<file path="src/hdl/bls_pkg.sv">
// ----------------------------------------------------------------------------
// bls_pkg: shared types and constants for bone length statistics
// Holds the controller state type, the command/status structs and the
// fixed bone parent table.
// ----------------------------------------------------------------------------
package bls_pkg;

  localparam int unsigned COORD_W  = 16;
  localparam int unsigned LEN_W    = 17;
  localparam int unsigned SUM_W    = 40;
  localparam int unsigned SQ_W     = 56;
  localparam int unsigned D2_W     = 36;
  localparam int unsigned IDX_W    = 5;
  localparam int unsigned OCNT_W   = 20;
  localparam int unsigned SQRT_STEPS = D2_W / 2;
  localparam logic [LEN_W-1:0] LEN_MAX = {LEN_W{1'b1}};
  localparam logic [SUM_W-1:0] SUM_MAX = {SUM_W{1'b1}};
  localparam logic [SQ_W-1:0]  SQ_MAX  = {SQ_W{1'b1}};

  typedef enum logic [3:0] {
    ST_IDLE,
    ST_READ,
    ST_DIFF,
    ST_SQR,
    ST_SQRT,
    ST_STAT_RD,
    ST_STAT,
    ST_DIV,
    ST_WRITE,
    ST_OUT
  } bls_state_t;

  typedef struct packed {
    logic load;
    logic count_up;
    logic read_parent;
    logic diff;
    logic square;
    logic sqrt_init;
    logic sqrt_step;
    logic stat_read;
    logic stat;
    logic div_init;
    logic div_step;
    logic write_back;
    logic out_valid;
  } bls_cmd_t;

  typedef struct packed {
    logic is_root;
    logic sqrt_done;
    logic div_done;
  } bls_sts_t;

  // Parent joint of each joint; joints beyond the table use j-1.
  function automatic logic [IDX_W-1:0] parent_of(input logic [IDX_W-1:0] j);
    logic [IDX_W-1:0] p;
    unique case (j)
      5'd1:  p = 5'd0;
      5'd2:  p = 5'd1;
      5'd3:  p = 5'd2;
      5'd4:  p = 5'd2;
      5'd5:  p = 5'd4;
      5'd6:  p = 5'd5;
      5'd7:  p = 5'd6;
      5'd8:  p = 5'd2;
      5'd9:  p = 5'd8;
      5'd10: p = 5'd9;
      5'd11: p = 5'd10;
      5'd12: p = 5'd0;
      5'd13: p = 5'd12;
      5'd14: p = 5'd13;
      5'd15: p = 5'd14;
      5'd16: p = 5'd0;
      5'd17: p = 5'd16;
      5'd18: p = 5'd17;
      5'd19: p = 5'd18;
      default: p = j - 5'd1;
    endcase
    return p;
  endfunction

endpackage

</file>
<file path="src/hdl/bls_ctrl.sv">
// ----------------------------------------------------------------------------
// bls_ctrl: sequencer for bone length statistics
// Steps one request through read and, unless it is joint 0, difference,
// square, root, statistics, mean divide and write-back, then presents the result.
// ----------------------------------------------------------------------------
module bls_ctrl import bls_pkg::*; (
  input  logic     clk,
  input  logic     rst_n,
  input  logic     in_fire,
  input  logic     out_ready,
  input  bls_sts_t sts,
  output logic     in_ready,
  output bls_cmd_t cmd
);

  bls_state_t state_r, state_nxt;

  // Advance state
  always_ff @(posedge clk) begin
    if (!rst_n) state_r <= ST_IDLE;
    else        state_r <= state_nxt;
  end

  // Next state
  always_comb begin
    state_nxt = state_r;
    unique case (state_r)
      ST_IDLE:    if (in_fire) state_nxt = ST_READ;
      ST_READ:    state_nxt = sts.is_root ? ST_IDLE : ST_DIFF;
      ST_DIFF:    state_nxt = ST_SQR;
      ST_SQR:     state_nxt = ST_SQRT;
      ST_SQRT:    if (sts.sqrt_done) state_nxt = ST_STAT_RD;
      ST_STAT_RD: state_nxt = ST_STAT;
      ST_STAT:    state_nxt = ST_DIV;
      ST_DIV:     if (sts.div_done) state_nxt = ST_WRITE;
      ST_WRITE:   state_nxt = ST_OUT;
      ST_OUT:     if (out_ready) state_nxt = ST_IDLE;
      default:    state_nxt = ST_IDLE;
    endcase
  end

  // Outputs
  always_comb begin
    cmd         = '0;
    in_ready    = (state_r == ST_IDLE);
    cmd.load    = in_fire;
    unique case (state_r)
      ST_IDLE:    ;
      ST_READ: begin
        cmd.read_parent = 1'b1;
        cmd.count_up    = sts.is_root;
      end
      ST_DIFF:    cmd.diff = 1'b1;
      ST_SQR: begin
        cmd.square    = 1'b1;
        cmd.sqrt_init = 1'b1;
      end
      ST_SQRT:    cmd.sqrt_step = 1'b1;
      ST_STAT_RD: cmd.stat_read = 1'b1;
      ST_STAT: begin
        cmd.stat     = 1'b1;
        cmd.div_init = 1'b1;
      end
      ST_DIV:     cmd.div_step = 1'b1;
      ST_WRITE:   cmd.write_back = 1'b1;
      ST_OUT:     cmd.out_valid = 1'b1;
      default:    ;
    endcase
  end

endmodule

</file>
<file path="config.mk">
export PLATFORM = sky130hd
export DESIGN_NAME = bls_ctrl
export DESIGN_NICKNAME = d
export VERILOG_FILES = /design/src/hdl/bls_pkg.sv /design/src/hdl/bls_ctrl.sv
export SDC_FILE = /design/constraint.sdc
export NUM_CORES = 1
export LEC_CHECK = 0
export ABC_AREA = 1
export BUFFER_PORTS_ARGS = -buffer_cell sky130_fd_sc_hd__clkbuf_2
export CAP_MARGIN = 0
export CORE_AREA = 2 2 39 41
export CTS_BUF_LIST = sky130_fd_sc_hd__clkbuf_16
export CTS_CLUSTER_SIZE = 25
export DETAILED_ROUTE_END_ITERATION = 10
export DIE_AREA = 0 0 41 43
export GPL_TIMING_DRIVEN = 0
export PLACE_DENSITY = 0.67
export RECOVER_POWER = 25
export SLEW_MARGIN = 20
export SYNTH_ARGS = -nofsm -noshare
export SYNTH_HDL_FRONTEND = slang
export SYNTH_SLANG_ARGS = --single-unit
</file>
<file path="constraint.sdc">
create_clock -name clk -period 1.3 [get_ports clk]
set_clock_uncertainty 0.2 [all_clocks]
set_input_delay 0.065 -clock clk [delete_from_list [all_inputs] [get_ports clk]]
set_output_delay 0.065 -clock clk [all_outputs]
set_load 0.05 [all_outputs]
</file>
======== After elaboration in Yosys (flattened, before gate mapping) ========
Index checks and enable logic that the tools add are counted.
word-level totals
  logic and storage cells ................. 31
  register bits after elaboration ......... 4
  output and inout port bits .............. 14
  bits of input ports ..................... 7
operators by class
  muxes and demuxes ....................... 15
  equality and inequality tests ........... 13
  reductions and logical operators ........ 2
operators with widths
  kind                                                                   count
  4-bit one-hot mux with 10 select lines                                 1
  4-bit by 3-bit equality test with 1-bit output, second input constant  4
  4-bit two-way mux                                                      4
  4-bit by 2-bit equality test with 1-bit output, second input constant  2
  4-bit equality test, second input constant                             2
  2-bit two-way mux                                                      4
  2-bit inequality test, second input constant                           4
  1-bit two-way mux                                                      6
  4-bit by 1-bit equality test with 1-bit output, second input constant  1
  4-bit zero test                                                        1
  4-bit AND reduction                                                    1

======== Logic depth before layout (Yosys ltp) ========
  word-level depth ........................ 3
  depth in mapped cells ................... 9
  depth with buffers taken out ............ 9

======== Worst setup path after synthesis ========
Ideal clock, no wire load.
  kind .................................... register -> output
  start point ............................. reg state_r[3]
  end point ............................... out cmd[4] (netlist bit)
  data required time ...................... 1.035 ns
  buffers on the path ..................... 1
  setup slack ............................. -1.040 ns
  arrival time ............................ 2.075 ns
  cell stages (with the launch flop) ...... 5
  cells stage by stage .................... dfxtp_1 > inv_1 > nand2_1 > nor3_1 > buf_4
RTL lines
  item                      line            text
  start: declaration        bls_ctrl.sv:16  bls_state_t state_r, state_nxt;
  start signal: assignment  bls_ctrl.sv:21  else state_r <= state_nxt;
  end: declaration          bls_ctrl.sv:13  output bls_cmd_t cmd

==> metrics.txt <==
outcome complete, but fails checks; failing checks setup timing; area added between synthesis and finish 190%; core footprint 1380 µm²; die height 43 µm; DR vias 546; met3 track demand over resource 2.62%; first-pass GRT wire length 2.05 mm; minimum clock period 1.50 ns; total power 1.93 mW; GRT overflow 0; Mapped Cells 68; ANT cells 0; estimated wirelength of the detail-placed design 774 µm; die width 41 µm; Routed WL 1.50 mm; final setup vio count 17; Final Slew Violations 0; sequential share of the synthesized area 22.4%; vias per cell 4.55; initial antenna violation count 0; final non-filler cell total 120; met1 usage 16.7%; pre-CTS WS -0.269 ns; I/O Buffers 20; WL/cell 12.5 µm; Post-Syn Nets 75; # nets final 113; CP max stage cell dfxtp_4; commonest non-fill, non-tap cell in the layout buf_8; max FFs per register 4; Fillers 96; largest net degree at the start of global routing 7; placed cell count 104; actual slew at the worst max-slew pin 0.586 ns; routability cong. 0.739; Die ar. 1760 µm²; Crit Path Max Fanout 5; Hold Vio Cnt, Final 0; Starting Density 25.9%; First-pass DRT Iterations 2; GR Util met2 30.6%; IO Count 21; TritonCTS buffer count 3; WS Path Type register to output port; crit path cell chain inv_6 -> nand2_8 -> nor3_4 -> buf_6 -> clkbuf_16; Synth warnings 0; vias in the first global route 498; clock buffer depth 2; Avg Cell Area, Syn 5.26 µm²; Top reg by flops state_r; post-synth design cell area 358 µm²; max cap viols 0; RSZ-0062 raised after global routing true; most frequent cells in the layout 10 x buf_8, 8 x nor2_4, 8 x inv_1, 8 x nand2_1, 8 x buf_4; gr usage total 17.6%; share of post-route cells with drive strength above 1 72.1%; CP arrival 1.23 ns; Storage cell area 95.1 µm²; Routed Antenna Nets 0; area taken by multi-input logic gates 347 µm²; required time of the worst setup path 1.03 ns; Num Clock Sinks 4; worst skew pair latency 0.22 ns; Slew HR 61.1%; CTS root buf clkbuf_16; largest registers state_r: 4 flops; period utilization 115%; synth unique cells 13; Final WS setup -0.197 ns; clk slew on worst S/H paths 0.03 ns; Layout Utilization 74.9%; CTS tree built; Synth Register Bits 4; VDD IR max 1.92 mV; crit end category output port; static leakage 0.492 nW; Iteration-0 DRC Markers 7; CTS H-Tree Depth 1; Rows 14; Worst path max stage delay 0.36 ns; Power Density 1860 nW/µm²; CP delay by family, top buffers and inverters; critical path startpoint category register; worst hold path type input pin to register; Max Fclk 668 MHz; Top Usage Layer GRT met2; Residual DRC 0; WP buf/inv 3
[final timing paths]
kind / start / to / slack [ns] / cells after the start
worst max-delay path: state_r[3] / cmd[4] / -0.20 / 5
worst min-delay path: sts[2] / state_r[1] / 0.12 / 6
worst max register to register: state_r[3] / state_r[2] / -0.11 / 10
worst min register to register: state_r[3] / state_r[3] / 0.35 / 2
[worst register-to-register path: stages, from the launching register on]
cell and delay, ns:
dfxtp_4 0.38, inv_6 0.05, buf_12 0.13, nor2_1 0.13, nand3_2 0.09, nand2_2 0.09
nor2_4 0.05, nand2_1 0.05, nand2_1 0.05, nand2_1 0.05, inv_1 0.03
[layout make-up]
class	instances	area share [%]
Buffer	3	2.90
Clock buffer	3	7.25
Inverter	17	7.97
Multi-Input combinational cell	44	33.5
Sequential cell	4	9.18
Tap cell	16	1.93
Timing Repair Buffer	33	37.3
[power breakdown]
| part | switching (mW) | internal (mW) | leakage, nW |
|---|---|---|---|
| logic | 0.689 | 0.507 | 0.420 |
| clock network | 0.0856 | 0.393 | 0.0370 |
| registers | 0.0840 | 0.168 | 0.0356 |
[per-stage QoR]
stage	hold WS, ns	TNS [ns]	instance area, µm²
3_3_place_gp	0.0987	-1.56	577
3_5_place_dp	0.112	-1.77	577
5_1_grt	0.180	-3.07	1040
2_1_floorplan	-0.0380	-1.14	457
4_1_cts	0.103	-1.83	916
6_report	0.118	-2.21	1040
[repair_timing]
action	in CTS	in global routing
hold buffers	1	0
gates resized for setup	45	31
hold endpoints to repair	4	0
buffers inserted	7	5
endpoints found under the setup margin	17	17
pin swaps	9	12
[cells in the mapped netlist]
master / number / area, µm²
a21oi_1: 1 / 5.00
o21ai_0: 2 / 10.0
nand3b_1: 1 / 7.51
nor2_2: 1 / 6.26
dfxtp_1: 4 / 80.1
nor2_1: 16 / 60.1
nand4_1: 1 / 6.26
nor3_2: 1 / 10.0
buf_4: 3 / 22.5
nor3_1: 3 / 15.0
nand3_1: 3 / 15.0
nand2_1: 15 / 56.3
inv_1: 17 / 63.8
[logic make-up (layout without fill, tap and decap cells)]
| group | Yosys count | in the layout | synth area share, % |
|---|---|---|---|
| AND/OR/NAND/NOR | 41 | 41 | 49.3 |
| flip-flops | 4 | 4 | 22.4 |
| AO/OA/AOI/OAI | 3 | 3 | 4.19 |
| buffers and inverters | 20 | 56 | 24.1 |
[layer usage]
layer  vias to the layer above  wire (µm)
met5                         -          0
met1                       251        527
met3                         4         64
met4                         0         40
li1                        274          -
met2                        17        867
(Power assumes the default switching activity.)
